### src/hw/rtl/pfc_pkg.sv
// ----------------------------------------------------------------------------
// pfc_pkg
// Types, register indexes and constants shared by the pixel format converter.
// ----------------------------------------------------------------------------
package pfc_pkg;

    localparam int CFG_IDX_W  = 2;
    localparam int CFG_DATA_W = 8;
    localparam int CHAN_W     = 8;
    localparam int LUMA_SUM_W = 16;

    typedef enum logic [1:0] {
        FMT_ONE_BIT = 2'd0,
        FMT_GRAY8   = 2'd1,
        FMT_RGB24   = 2'd2,
        FMT_RGBA32  = 2'd3
    } t_fmt;

    typedef enum logic [CFG_IDX_W-1:0] {
        CFG_SOURCE_FORMAT   = 2'd0,
        CFG_TARGET_FORMAT   = 2'd1,
        CFG_BLACK_THRESHOLD = 2'd2,
        CFG_UNUSED          = 2'd3
    } t_cfg_idx;

    typedef struct packed {
        t_fmt              source_format;
        t_fmt              target_format;
        logic [CHAN_W-1:0] black_threshold;
    } t_cfg;

    typedef struct packed {
        logic [CHAN_W-1:0] in_red;
        logic [CHAN_W-1:0] in_green;
        logic [CHAN_W-1:0] in_blue;
        logic [CHAN_W-1:0] in_alpha;
        logic [CHAN_W-1:0] in_gray;
        logic              in_black;
    } t_pix_in;

    typedef struct packed {
        logic [CHAN_W-1:0] out_red;
        logic [CHAN_W-1:0] out_green;
        logic [CHAN_W-1:0] out_blue;
        logic [CHAN_W-1:0] out_alpha;
        logic [CHAN_W-1:0] out_gray;
        logic              out_black;
    } t_pix_out;

    localparam t_fmt              RST_SOURCE_FORMAT   = FMT_GRAY8;
    localparam t_fmt              RST_TARGET_FORMAT   = FMT_GRAY8;
    localparam logic [CHAN_W-1:0] RST_BLACK_THRESHOLD = 8'd128;

    localparam logic [LUMA_SUM_W-1:0] LUMA_COEF_R = 16'd77;
    localparam logic [LUMA_SUM_W-1:0] LUMA_COEF_G = 16'd150;
    localparam logic [LUMA_SUM_W-1:0] LUMA_COEF_B = 16'd29;
    localparam logic [LUMA_SUM_W-1:0] LUMA_ROUND  = 16'd128;

    localparam logic [CHAN_W-1:0] CHAN_FULL = 8'd255;
    localparam logic [CHAN_W-1:0] CHAN_ZERO = 8'd0;

endpackage

### src/hw/rtl/pfc_stream_if.sv
// ----------------------------------------------------------------------------
// pfc_stream_if
// Valid/ready channel carrying one pixel per transaction.
// ----------------------------------------------------------------------------
interface pfc_stream_if #(
    parameter type t_payload = logic
);

    logic     valid;
    logic     ready;
    t_payload data;

    modport source (
        output valid,
        output data,
        input  ready
    );

    modport sink (
        input  valid,
        input  data,
        output ready
    );

endinterface

### src/hw/rtl/pfc_cfg_regs.sv
// ----------------------------------------------------------------------------
// pfc_cfg_regs
// Configuration register file: source format, target format, black threshold.
// ----------------------------------------------------------------------------
module pfc_cfg_regs (
    input  logic                             i_clk,
    input  logic                             i_rst_n,
    input  logic                             i_cfg_we,
    input  logic [pfc_pkg::CFG_IDX_W-1:0]    i_cfg_idx,
    input  logic [pfc_pkg::CFG_DATA_W-1:0]   i_cfg_data,
    output pfc_pkg::t_cfg                    o_cfg
);

    pfc_pkg::t_cfg r_cfg;

    always_ff @(posedge i_clk) begin
        if (!i_rst_n) begin
            r_cfg.source_format   <= pfc_pkg::RST_SOURCE_FORMAT;
            r_cfg.target_format   <= pfc_pkg::RST_TARGET_FORMAT;
            r_cfg.black_threshold <= pfc_pkg::RST_BLACK_THRESHOLD;
        end else if (i_cfg_we) begin
            unique case (pfc_pkg::t_cfg_idx'(i_cfg_idx))
                pfc_pkg::CFG_SOURCE_FORMAT: begin
                    r_cfg.source_format <= pfc_pkg::t_fmt'(i_cfg_data[1:0]);
                end
                pfc_pkg::CFG_TARGET_FORMAT: begin
                    r_cfg.target_format <= pfc_pkg::t_fmt'(i_cfg_data[1:0]);
                end
                pfc_pkg::CFG_BLACK_THRESHOLD: begin
                    r_cfg.black_threshold <= i_cfg_data[pfc_pkg::CHAN_W-1:0];
                end
                default: begin
                end
            endcase
        end
    end

    assign o_cfg = r_cfg;

endmodule

### src/hw/rtl/pfc_convert.sv
// ----------------------------------------------------------------------------
// pfc_convert
// Combinational conversion of one pixel from source to target format.
// ----------------------------------------------------------------------------
module pfc_convert (
    input  pfc_pkg::t_cfg     i_cfg,
    input  pfc_pkg::t_pix_in  i_pix,
    output pfc_pkg::t_pix_out o_pix
);

    logic [pfc_pkg::LUMA_SUM_W-1:0] w_luma_sum;
    logic [pfc_pkg::CHAN_W-1:0]     w_red;
    logic [pfc_pkg::CHAN_W-1:0]     w_green;
    logic [pfc_pkg::CHAN_W-1:0]     w_blue;
    logic [pfc_pkg::CHAN_W-1:0]     w_alpha;
    logic [pfc_pkg::CHAN_W-1:0]     w_level;
    logic                           w_black;

    // bt601 luma, max sum 65408 so no overflow
    assign w_luma_sum = ({8'd0, i_pix.in_red}   * pfc_pkg::LUMA_COEF_R)
                      + ({8'd0, i_pix.in_green} * pfc_pkg::LUMA_COEF_G)
                      + ({8'd0, i_pix.in_blue}  * pfc_pkg::LUMA_COEF_B)
                      + pfc_pkg::LUMA_ROUND;

    always_comb begin
        w_alpha = pfc_pkg::CHAN_FULL;
        case (i_cfg.source_format) inside
            pfc_pkg::FMT_ONE_BIT: begin
                w_black = i_pix.in_black;
                w_level = i_pix.in_black ? pfc_pkg::CHAN_ZERO : pfc_pkg::CHAN_FULL;
                w_red   = w_level;
                w_green = w_level;
                w_blue  = w_level;
            end
            pfc_pkg::FMT_GRAY8: begin
                w_level = i_pix.in_gray;
                w_red   = w_level;
                w_green = w_level;
                w_blue  = w_level;
                w_black = (w_level < i_cfg.black_threshold);
            end
            pfc_pkg::FMT_RGB24, pfc_pkg::FMT_RGBA32: begin
                w_red   = i_pix.in_red;
                w_green = i_pix.in_green;
                w_blue  = i_pix.in_blue;
                if (i_cfg.source_format == pfc_pkg::FMT_RGBA32) begin
                    w_alpha = i_pix.in_alpha;
                end
                w_level = w_luma_sum[pfc_pkg::LUMA_SUM_W-1 -: pfc_pkg::CHAN_W];
                w_black = (w_level < i_cfg.black_threshold);
            end
            default: begin
                w_red   = pfc_pkg::CHAN_ZERO;
                w_green = pfc_pkg::CHAN_ZERO;
                w_blue  = pfc_pkg::CHAN_ZERO;
                w_level = pfc_pkg::CHAN_ZERO;
                w_black = 1'b0;
            end
        endcase
    end

    always_comb begin
        o_pix = '0;
        case (i_cfg.target_format) inside
            pfc_pkg::FMT_ONE_BIT: begin
                o_pix.out_black = w_black;
            end
            pfc_pkg::FMT_GRAY8: begin
                o_pix.out_gray = w_level;
            end
            pfc_pkg::FMT_RGB24, pfc_pkg::FMT_RGBA32: begin
                o_pix.out_red   = w_red;
                o_pix.out_green = w_green;
                o_pix.out_blue  = w_blue;
                if (i_cfg.target_format == pfc_pkg::FMT_RGBA32) begin
                    o_pix.out_alpha = w_alpha;
                end
            end
            default: begin
            end
        endcase
    end

endmodule

### src/hw/rtl/pixel_format_converter.sv
// ----------------------------------------------------------------------------
// pixel_format_converter
// Converts a pixel stream between one-bit, gray8, rgb24 and rgba32 formats.
// ----------------------------------------------------------------------------
// One pixel per transaction on i_pix, one converted pixel per transaction on
// o_pix. The block takes a new pixel every clock cycle while o_pix is not
// stalled. Each pixel is first held in the input register; the colour-to-gray
// multiply-add and the format selection follow it, and the result register
// holds the outcome and presents it on o_pix.
// A stall on o_pix holds the result register, and the input register fills
// behind it; pixels keep flowing as long as a stage is free. Formats and
// black threshold come from the write port (index 0 source format, 1 target
// format, 2 threshold) and are to be changed only while no pixel is in flight.
module pixel_format_converter (
    input  logic                           i_clk,
    input  logic                           i_rst_n,
    input  logic                           i_cfg_we,
    input  logic [pfc_pkg::CFG_IDX_W-1:0]  i_cfg_idx,
    input  logic [pfc_pkg::CFG_DATA_W-1:0] i_cfg_data,
    pfc_stream_if.sink                     i_pix,
    pfc_stream_if.source                   o_pix
);

    pfc_pkg::t_cfg     w_cfg;
    pfc_pkg::t_pix_out w_conv;

    logic              r_s1_valid;
    pfc_pkg::t_pix_in  r_s1_pix;
    logic              r_out_valid;
    pfc_pkg::t_pix_out r_out_pix;

    logic w_out_adv;
    logic w_s1_adv;

    pfc_cfg_regs u_cfg_regs (
        .i_clk      (i_clk),
        .i_rst_n    (i_rst_n),
        .i_cfg_we   (i_cfg_we),
        .i_cfg_idx  (i_cfg_idx),
        .i_cfg_data (i_cfg_data),
        .o_cfg      (w_cfg)
    );

    pfc_convert u_convert (
        .i_cfg (w_cfg),
        .i_pix (r_s1_pix),
        .o_pix (w_conv)
    );

    assign w_out_adv   = !r_out_valid || o_pix.ready;
    assign w_s1_adv    = !r_s1_valid || w_out_adv;
    assign i_pix.ready = w_s1_adv;

    always_ff @(posedge i_clk) begin
        if (!i_rst_n) begin
            r_s1_valid  <= 1'b0;
            r_out_valid <= 1'b0;
        end else begin
            if (w_s1_adv) begin
                r_s1_valid <= i_pix.valid;
            end
            if (w_out_adv) begin
                r_out_valid <= r_s1_valid;
            end
        end
    end

    always_ff @(posedge i_clk) begin
        if (w_s1_adv && i_pix.valid) begin
            r_s1_pix <= i_pix.data;
        end
        if (w_out_adv && r_s1_valid) begin
            r_out_pix <= w_conv;
        end
    end

    assign o_pix.valid = r_out_valid;
    assign o_pix.data  = r_out_pix;

endmodule

### src/flat_wrapper.sv
// flat-port wrapper written by rule: the top's interface ports become plain ports
module pixel_format_converter_flat import pfc_pkg::*;
  (i_clk, i_rst_n, i_cfg_we, i_cfg_idx, i_cfg_data, i_pix_valid, i_pix_data, i_pix_ready, o_pix_valid, o_pix_data, o_pix_ready);
  pfc_stream_if #(.t_payload(t_pix_in)) i_pix_i ();
  pfc_stream_if #(.t_payload(t_pix_out)) o_pix_i ();
  input  logic i_clk;
  input  logic i_rst_n;
  input  logic i_cfg_we;
  input  logic [pfc_pkg::CFG_IDX_W-1:0] i_cfg_idx;
  input  logic [pfc_pkg::CFG_DATA_W-1:0] i_cfg_data;
  input wire logic [$bits(i_pix_i.valid)-1:0] i_pix_valid;
  input wire logic [$bits(i_pix_i.data)-1:0] i_pix_data;
  output wire logic [$bits(i_pix_i.ready)-1:0] i_pix_ready;
  output wire logic [$bits(o_pix_i.valid)-1:0] o_pix_valid;
  output wire logic [$bits(o_pix_i.data)-1:0] o_pix_data;
  input wire logic [$bits(o_pix_i.ready)-1:0] o_pix_ready;
  assign i_pix_i.valid = i_pix_valid;
  assign i_pix_i.data = i_pix_data;
  assign i_pix_ready = i_pix_i.ready;
  assign o_pix_valid = o_pix_i.valid;
  assign o_pix_data = o_pix_i.data;
  assign o_pix_i.ready = o_pix_ready;
  pixel_format_converter u_core (.i_clk(i_clk), .i_rst_n(i_rst_n), .i_cfg_we(i_cfg_we), .i_cfg_idx(i_cfg_idx), .i_cfg_data(i_cfg_data), .i_pix(i_pix_i), .o_pix(o_pix_i));
endmodule
### config.mk
export PLATFORM = sky130hd
export DESIGN_NAME = pixel_format_converter_flat
export DESIGN_NICKNAME = d
export VERILOG_FILES = /design/src/hw/rtl/pfc_pkg.sv /design/src/hw/rtl/pfc_stream_if.sv /design/src/hw/rtl/pfc_cfg_regs.sv /design/src/hw/rtl/pfc_convert.sv /design/src/hw/rtl/pixel_format_converter.sv /design/src/flat_wrapper.sv
export SDC_FILE = /design/constraint.sdc
export NUM_CORES = 1
export LEC_CHECK = 0
export BUFFER_PORTS_ARGS = -buffer_cell sky130_fd_sc_hd__buf_2
export CAP_MARGIN = 40
export CORE_MARGIN = 2
export CORE_UTILIZATION = 63
export DETAILED_ROUTE_END_ITERATION = 8
export PLACE_DENSITY = 0.86
export SLEW_MARGIN = 10
export SYNTH_ARGS = -nofsm -noshare
export SYNTH_HDL_FRONTEND = slang
export SYNTH_HIERARCHICAL = 1
export SYNTH_SLANG_ARGS = --single-unit
### constraint.sdc
create_clock -name i_clk -period 10.95 [get_ports i_clk]
set_input_delay 1.095 -clock i_clk [delete_from_list [all_inputs] [get_ports i_clk]]
set_output_delay 1.095 -clock i_clk [all_outputs]
set_load 0.05 [all_outputs]
; ---- Yosys cells after proc, flatten, opt, wreduce, memory -nomap -nowiden
; Index checks and enable logic that the tools add are counted.
[op_classes]
n_addsub = 3
multipliers = 3
magnitude_cmp = 2
eq_ne = 8
mux = 20
bitwise_logic = 3
reduce_logical = 17
[ops]
columns = cell, count
row1 = $mux W8, 17
row2 = $mul A8 B7 Y15 const B, 2
row3 = $add A15 B16 Y16, 1
row4 = $add A16 B13 Y16, 1
row5 = $add A16 B8 Y16 const B, 1
row6 = $lt A8 B8 Y1, 2
row7 = $mul A8 B5 Y13 const B, 1
row8 = $eq A2 B2 Y1 const B, 5
row9 = $eq A2 B1 Y1 const B, 3
row10 = $logic_not A2 Y1, 3
row11 = $reduce_and A2 Y1, 3
row12 = $reduce_or A2 Y1, 3
row13 = $reduce_or A4 Y1, 1
row14 = $mux W1, 3
row15 = $not A1 Y1, 3
row16 = $reduce_or A3 Y1, 1
row17 = $logic_and A1 B1 Y1, 2
row18 = $logic_not A1 Y1, 2
row19 = $logic_or A1 B1 Y1, 2
[word_totals]
regBits = 96
input_bits = 56
output_inout_bits = 43
wordCells = 73

; ---- Longest topological paths before layout
; Gate-level depths: netlist of the first run.
[depth]
depth_word = 8
mapped_depth = 32
mapped_depth_nobuf = 32

; ---- Modules after synthesis
; Netlist of the first run, hierarchy kept.
[by_module_without_submodules]
columns = module, instances, cells_each, area_each_um2, seq_area_each_um2
row1 = pfc_convert, 1, 493, 4135.2, 0.0
row2 = pixel_format_converter, 1, 91, 2566.2, 2502.4
row3 = pfc_cfg_regs, 1, 51, 504.2, 240.2

; ---- Least setup slack after synthesis of the first run
; Ideal clock, no wire load.
[synth_timing]
kind = register to register
from = reg u_core/r_s1_pix[29] (netlist bit)
to = reg u_core.r_out_pix, in the netlist u_core/o_pix.data[0], data pin
setup_ps = 255
t_arrival_ps = 6946
required_ps = 10695
setup_slack_ps = 3749
path_stages_with_launch = 28
n_path_buf = 0
period_less_slack_ps = 7201
path_cell_list = edfxtp_1 -> ha_1 -> ha_1 -> inv_1 -> fa_1 -> fa_1 -> inv_1 -> ha_1 -> xnor2_1 -> fa_1 -> fa_1 -> inv_1 -> fa_1 -> inv_1 -> fa_1 -> ha_1 -> ha_1 -> a41oi_2 -> o21ai_1 -> a211o_1 -> and4_4 -> a211oi_2 -> xnor2_1 -> ha_1 -> nand3_1 -> o221ai_1 -> a21oi_1 -> and3_1
[synth_between]
elab_chain_len = 8
[synth_lines]
columns = item, line_no
row1 = start: declaration, pixel_format_converter.sv:28  ; pfc_pkg::t_pix_in r_s1_pix;
row2 = start signal: assignment, pixel_format_converter.sv:70  ; r_s1_pix <= i_pix.data;
row3 = $mul A8 B7 Y15, pfc_convert.sv:21  ; + ({8'd0, i_pix.in_green} * pfc_pkg::LUMA_COEF_G)
row4 = $add A15 B16 Y16, pfc_convert.sv:21
row5 = $add A16 B13 Y16, pfc_convert.sv:22  ; + ({8'd0, i_pix.in_blue} * pfc_pkg::LUMA_COEF_B)
row6 = $add A16 B8 Y16, pfc_convert.sv:23  ; + pfc_pkg::LUMA_ROUND;
row7 = $lt A8 B8 Y1, pfc_convert.sv:50  ; w_black = (w_level < i_cfg.black_threshold);
row8 = $mux W1 (3 in a row), pfc_convert.sv:27  ; case (i_cfg.source_format) inside
row9 = end signal: assignment, pixel_format_converter.sv:73  ; r_out_pix <= w_conv;
row10 = end: declaration, pixel_format_converter.sv:30  ; pfc_pkg::t_pix_out r_out_pix;
; No other way between the ends.
; A chain may end at the register's enable or synchronous reset.

; ---- Final worst setup path of the first run
[layout_timing]
from = reg u_core/r_s1_pix[28] (netlist bit)
to = reg u_core.r_out_pix, in the netlist u_core/o_pix.data[0], data pin
; Same word-level chain as after synthesis.

==> results.json, run 1 <==
{
  "grt_pass1_vias": 5416,
  "core_sq_um": 11300,
  "fill_cells": 750,
  "cap_violations": 0,
  "first_pass_iters": 6,
  "worst_pin_slew_ns": 0.783,
  "antenna_found_initial": 0,
  "dr.first_iter.drc_count": 337,
  "period_share": 0.702,
  "grt_overflow": 0,
  "synthFlopType": "edfxtp_1",
  "clock_latency_ns": 0.35,
  "syn_nets": 857,
  "track_usage": 0.279,
  "final_nets": 961,
  "timing.fmax_ghz": 0.130,
  "syn-instance-count": 635,
  "end_kind": "flip-flop",
  "drt-vias-per-instance": 5.63,
  "clock-sinks": 96,
  "crit_top_cell": "ha_1",
  "grt_setup_unrepaired": "false",
  "rows": 39,
  "ys_ff_latch": 96,
  "synthArstFlopShare": 0,
  "path_class": "reg -> reg",
  "die_area_sq_um": 12300,
  "clk_pin_slew_ns": 0.07,
  "hold_class": "reg -> reg",
  "cts-buffers-inserted": 9,
  "skew_ns": 0.00916,
  "fin_crit_ns": 7.69,
  "diodes": 0,
  "tritoncts": "done",
  "ioPinCount": 99,
  "synth_area_sq_um": 7210,
  "layout-drive-gt1-share": 0.173,
  "grt_max_degree": 42,
  "setup_viol": 0,
  "routedWlPerCell_microns": 18.5,
  "cp.required_ns": 11.06,
  "clockRootBuffer": "clkbuf_16",
  "grt_pass1_wl_microns": 26600,
  "ant_nets": 0,
  "portBuffers": 98,
  "cpPeakStageDelay_ns": 0.53,
  "cp_slowest_cell": "fa_1",
  "report.final.hold_viol_count": 0,
  "drc": 0,
  "syn2layout_area_growth_pct": 13.5,
  "timing.setup.tns_ns": 0,
  "die_h_microns": 111,
  "dp_hpwl_microns": 12700,
  "timing.slew.headroom": 0.473,
  "synth_edf_count": 82,
  "cts_setup_buffers": 0,
  "syn_area_per_cell_sq_um": 11.3,
  "critical_path_arrival_ns": 7.80,
  "holdBufCountCts": 0,
  "cts.repair.resized": 0,
  "yosys_warnings": 6,
  "start_kind": "flip-flop",
  "synth.distinct_cells": 52,
  "num_vias": 4996,
  "htree_levels": 3,
  "die_w_microns": 111,
  "slew_violations": 0,
  "place_congestion": 0.920,
  "clockBufferDepth": 2,
  "yosysSeqAreaShare": 0.381,
  "outcome": "finished, final reports clean",
  "cp_max_fo": 5,
  "layout_commonest_cell": "inv_1",
  "start_util": 0.639,
  "wirelength_microns": 16400,
  "layout_common_cells": "131 x inv_1, 111 x ha_1, 98 x buf_2"
}
layer usage:
layer  part of all wire  vias up  GRT usage
met5                  0        -          0
met4              0.031        0      0.118
met3              0.055       47     0.0525
met2               0.49      185      0.471
met1               0.42     2413      0.355
li1                   -     2351          -
worst max-delay path, delay by kind of cell (launching register included):
| family | cells | cell delay [ns] |
|---|---|---|
| flip-flops | 1 | 0.48 |
| buffers and inverters | 4 | 0.21 |
| AND/OR/NAND/NOR | 4 | 0.64 |
| XOR/XNOR | 2 | 0.28 |
| AO/OA/AOI/OAI | 7 | 1.17 |
| adder cells (fa/ha/maj) | 12 | 4.65 |
Yosys cell counts (all sizes together) (2+ instances only):
cell	n	area [sq um]
or2	2	12.5
o211ai	2	20.0
clkbuf	5	18.8
xor2	5	43.8
mux2i	11	110
a21o	6	45.0
o22ai	4	25.0
o21a	16	120
or3	2	12.5
dfxtp	14	280
nor2	21	78.8
and2	7	43.8
nand3b	2	27.5
ha	111	1390
o21ai	21	105
nand3	2	10.0
a211oi	3	27.5
edfxtp	82	2460
nor3	2	10.0
a21oi	45	225
and3	2	12.5
fa	55	1100
xnor2	13	114
and4	2	20.0
o21bai	2	15.0
o31ai	2	15.0
buf	3	21.3
nand2	33	124
a31o	2	17.5
nand2b	6	37.5
nor2b	8	57.6
inv	131	492
registers in the layout (all words and copies together), names as in the netlist:
register and cells:
u_core/o_pix.valid 1, u_core/o_pix.data 41, u_core/u_cfg_regs/o_cfg 12, u_core/r_s1_valid 1, u_core/r_s1_pix 41
final timing paths:
check | from | endpoint | slack (ns) | cells after the start
worst max-delay path | u_core/r_s1_pix[28] | u_core/o_pix.data[0] | 3.26 | 29
worst min-delay path | u_core/u_cfg_regs/o_cfg[5] | u_core/u_cfg_regs/o_cfg[5] | 0.47 | 2
worst max register to register | u_core/r_s1_pix[28] | u_core/o_pix.data[0] | 3.26 | 29
worst min register to register | u_core/u_cfg_regs/o_cfg[5] | u_core/u_cfg_regs/o_cfg[5] | 0.47 | 2
final cells by class:
| cell class | instances | area [sq um] | area share |
|---|---|---|---|
| clock buffers | 11 | 243 | 0.0297 |
| clock inverters | 5 | 38.8 | 0.00474 |
| inverters | 132 | 495 | 0.0606 |
| multi-input cells | 399 | 3950 | 0.483 |
| flip-flops and latches | 96 | 2740 | 0.335 |
| well taps | 143 | 179 | 0.0219 |
| repair buffers | 101 | 533 | 0.0652 |
through the flow:
stage,hold slack [ns],std cells,worst slack [ns],util,instance area (sq um)
after CTS,0.467,887,3.27,0.725,8180
after floorplan,0.435,635,3.75,-,7210
after global routing,0.497,887,2.90,0.725,8180
after global placement,0.446,870,3.50,0.698,7870
final,0.469,887,3.26,0.725,8180
after detailed placement,0.452,871,3.28,0.701,7900
logic make-up after synthesis:
family                     Yosys count  share of synthesized area
muxes                               11                     0.0153
xor gates and xnor gates            18                     0.0219
and+or+nand+nor                     94                     0.0679
adders and majority gates          166                      0.346
buffers and inverters              140                     0.0743
AOI/OAI and AO/OA                  110                     0.0945
DFF                                 96                      0.381
Power of run 1 is left out: the tool's default activity adds up to more than one toggle a clock period on the data nets, which glitch-free logic cannot reach.
==> run 2: changes to the inputs <==
--- a/config.mk
+++ b/config.mk
@@ -5,12 +5,13 @@
 export SDC_FILE = /design/constraint.sdc
 export NUM_CORES = 1
 export LEC_CHECK = 0
+export ABC_AREA = 1
 export BUFFER_PORTS_ARGS = -buffer_cell sky130_fd_sc_hd__buf_2
 export CAP_MARGIN = 40
 export CORE_MARGIN = 2
-export CORE_UTILIZATION = 63
+export CORE_UTILIZATION = 53
 export DETAILED_ROUTE_END_ITERATION = 8
-export PLACE_DENSITY = 0.86
+export PLACE_DENSITY = 0.77
 export SLEW_MARGIN = 10
 export SYNTH_ARGS = -nofsm -noshare
 export SYNTH_HDL_FRONTEND = slang
==> constraint.sdc (replaced) <==
create_clock -name i_clk -period 6.58 [get_ports i_clk]
set_input_delay 0.658 -clock i_clk [delete_from_list [all_inputs] [get_ports i_clk]]
set_output_delay 0.658 -clock i_clk [all_outputs]
set_load 0.05 [all_outputs]
==> results.json, run 2 <==
{
  "end_kind": "flip-flop",
  "slew_violations": 0,
  "yosys_warnings": 6,
  "synth.most_common_cell": "inv_1",
  "gr-max-usage-layer": "met2",
  "cp_slowest_cell": "fa_2",
  "drc": 0,
  "start_kind": "flip-flop",
  "skew_ns": 0.00871,
  "critical_path_arrival_ns": 7.09,
  "hold_class": "reg -> reg",
  "met2_usage": 0.414,
  "timing.fmax_ghz": 0.145,
  "setup.worst_path.end": "u_core/o_pix.data[0]",
  "use_met1": 0.281,
  "r2r_cells": 30,
  "layout_common_cells": "163 x inv_1, 98 x buf_2, 97 x ha_1",
  "r2r-end": "u_core/o_pix.data[0]",
  "fin_crit_ns": 6.88,
  "portBuffers": 98,
  "syn_area_per_cell_sq_um": 9.92,
  "layout-drive-gt1-share": 0.233,
  "synth_top_area_cell": "edfxtp_1",
  "place_congestion": 0.905,
  "synth_edf_count": 82,
  "dr.first_iter.drc_count": 304,
  "startpoint": "u_core/r_s1_pix[29]",
  "syn_nets": 969,
  "routedWlPerCell_microns": 15.5,
  "rrSetupSlack_ns": -0.30,
  "final_nets": 1111,
  "wirelength_microns": 16700,
  "cts-buffers-inserted": 9,
  "syn-instance-count": 747,
  "die_h_microns": 122,
  "ioPinCount": 99,
  "grt_max_degree": 42,
  "num_vias": 5477,
  "outcome": "finished with violations",
  "worst_pin_slew_ns": 0.772,
  "min_from": "u_core/u_cfg_regs/o_cfg[7]",
  "tritoncts": "done",
  "period_share": 1.05,
  "diodes": 0,
  "grt_overflow": 0,
  "clk_pin_slew_ns": 0.07,
  "core_sq_um": 13800,
  "syn2layout_area_growth_pct": 20.6,
  "dp_hpwl_microns": 12500,
  "die_area_sq_um": 14900,
  "clockRootBuffer": "clkbuf_16",
  "setup_viol": 1,
  "cap_violations": 0,
  "synth_top_cells_by_area": "edfxtp_1 33%, ha_1 19%, fa_1 15%, inv_1 8.3%, nand2_1 4.7%",
  "globalRouteMet3Util": 0.0423,
  "yosysSeqAreaShare": 0.370,
  "first_pass_iters": 5,
  "yosys.area.top_type_share": 0.332,
  "synth_area_sq_um": 7410,
  "synth.distinct_cells": 36,
  "holdBufCountCts": 0,
  "worstReg2RegStart": "u_core/r_s1_pix[29]",
  "cp.required_ns": 6.79,
  "track_usage": 0.237,
  "grt_pass1_wl_microns": 26700,
  "path_class": "reg -> reg",
  "failed_checks": "negative setup slack",
  "timing.slew.headroom": 0.480,
  "worst_slack_ns": -0.300,
  "synthArstFlopShare": 0,
  "die_w_microns": 122,
  "clock-sinks": 96,
  "report.final.hold_viol_count": 0,
  "yosys-top-cells-count": "164 x inv_1, 111 x ha_1, 92 x nand2_1, 82 x edfxtp_1, 82 x nor2_1",
  "clockBufferDepth": 2,
  "clock_latency_ns": 0.36,
  "ys_ff_latch": 96,
  "cpPeakStageDelay_ns": 0.55,
  "ant_nets": 0,
  "layout_commonest_cell": "inv_1",
  "drt-vias-per-instance": 5.10,
  "cp_max_fo": 4,
  "rows": 43,
  "grt_setup_unrepaired": "true",
  "grt_pass1_vias": 5720,
  "timing.hold.ws_ns": 0.461,
  "htree_levels": 3,
  "start_util": 0.538,
  "synthFlopType": "edfxtp_1",
  "crit_top_cell": "inv_1",
  "antenna_found_initial": 0
}
run 2: cell families (layout without fill, tap and decap cells):
family,count (synthesis),after routing,share of synthesized area
fa+ha+maj,166,166,0.336
compound gates,66,66,0.0520
flops,96,96,0.370
buf+inv,175,322,0.0922
simple gates,229,229,0.132
xor+xnor,15,15,0.0177
run 2: cell type report:
cell class,instances,area [sq um]
fill,1121,4830
inverter,168,631
multi-input combinational,476,4250
sequential,96,2740
clock inverter,6,57.6
clock buffer,10,239
tap,180,225
timing repair buffer,138,795
run 2: what timing repair did:
action,in CTS,in global routing
pin swaps,20,8
buffers inserted,7,2
endpoints found under the setup margin,1,2
gates resized for setup,17,10
run 2: through the flow:
step	instances	setup TNS, ns	cell area (sq um)	setup slack [ns]	utilization
global route	1074	-0.612	8940	-0.524	0.649
CTS	1072	-0.173	8860	-0.173	0.644
detailed placement	1049	-0.294	8390	-0.294	0.609
global placement	1048	-0.0661	8380	-0.0661	0.608
floorplan	747	0	7480	0.0215	-
finish	1074	-0.300	8940	-0.300	0.649
run 2: worst min-delay path by stage:
stage | end | slack [ns] | cells past startpoint
floorplan | u_core/u_cfg_regs/o_cfg[7] | 0.43 | 2
global placement | u_core/u_cfg_regs/o_cfg[7] | 0.44 | 2
detailed placement | u_core/u_cfg_regs/o_cfg[7] | 0.44 | 2
CTS | u_core/r_s1_pix[2] | 0.46 | 1
global route | u_core/r_s1_pix[16] | 0.46 | 1
finish | u_core/u_cfg_regs/o_cfg[7] | 0.46 | 2
run 2: critical path, delay by kind of cell (launching register included):
| kind | cells | cell delay [ns] |
|---|---|---|
| buffers and inverters | 5 | 0.34 |
| AND/OR/NAND/NOR | 6 | 0.51 |
| flip-flops | 1 | 0.42 |
| adder cells (fa/ha/maj) | 12 | 4.46 |
| AO/OA/AOI/OAI | 6 | 0.89 |
| XOR/XNOR | 1 | 0.14 |
run 2: per-layer routing:
metal / share of wire / vias up / wire length, microns
li1: - / 2673 / -
met1: 0.41 / 2576 / 6850
met2: 0.50 / 174 / 8360
met3: 0.052 / 54 / 859
met4: 0.036 / 0 / 600
met5: 0 / - / 0
Power of run 2 is left out for the same reason.
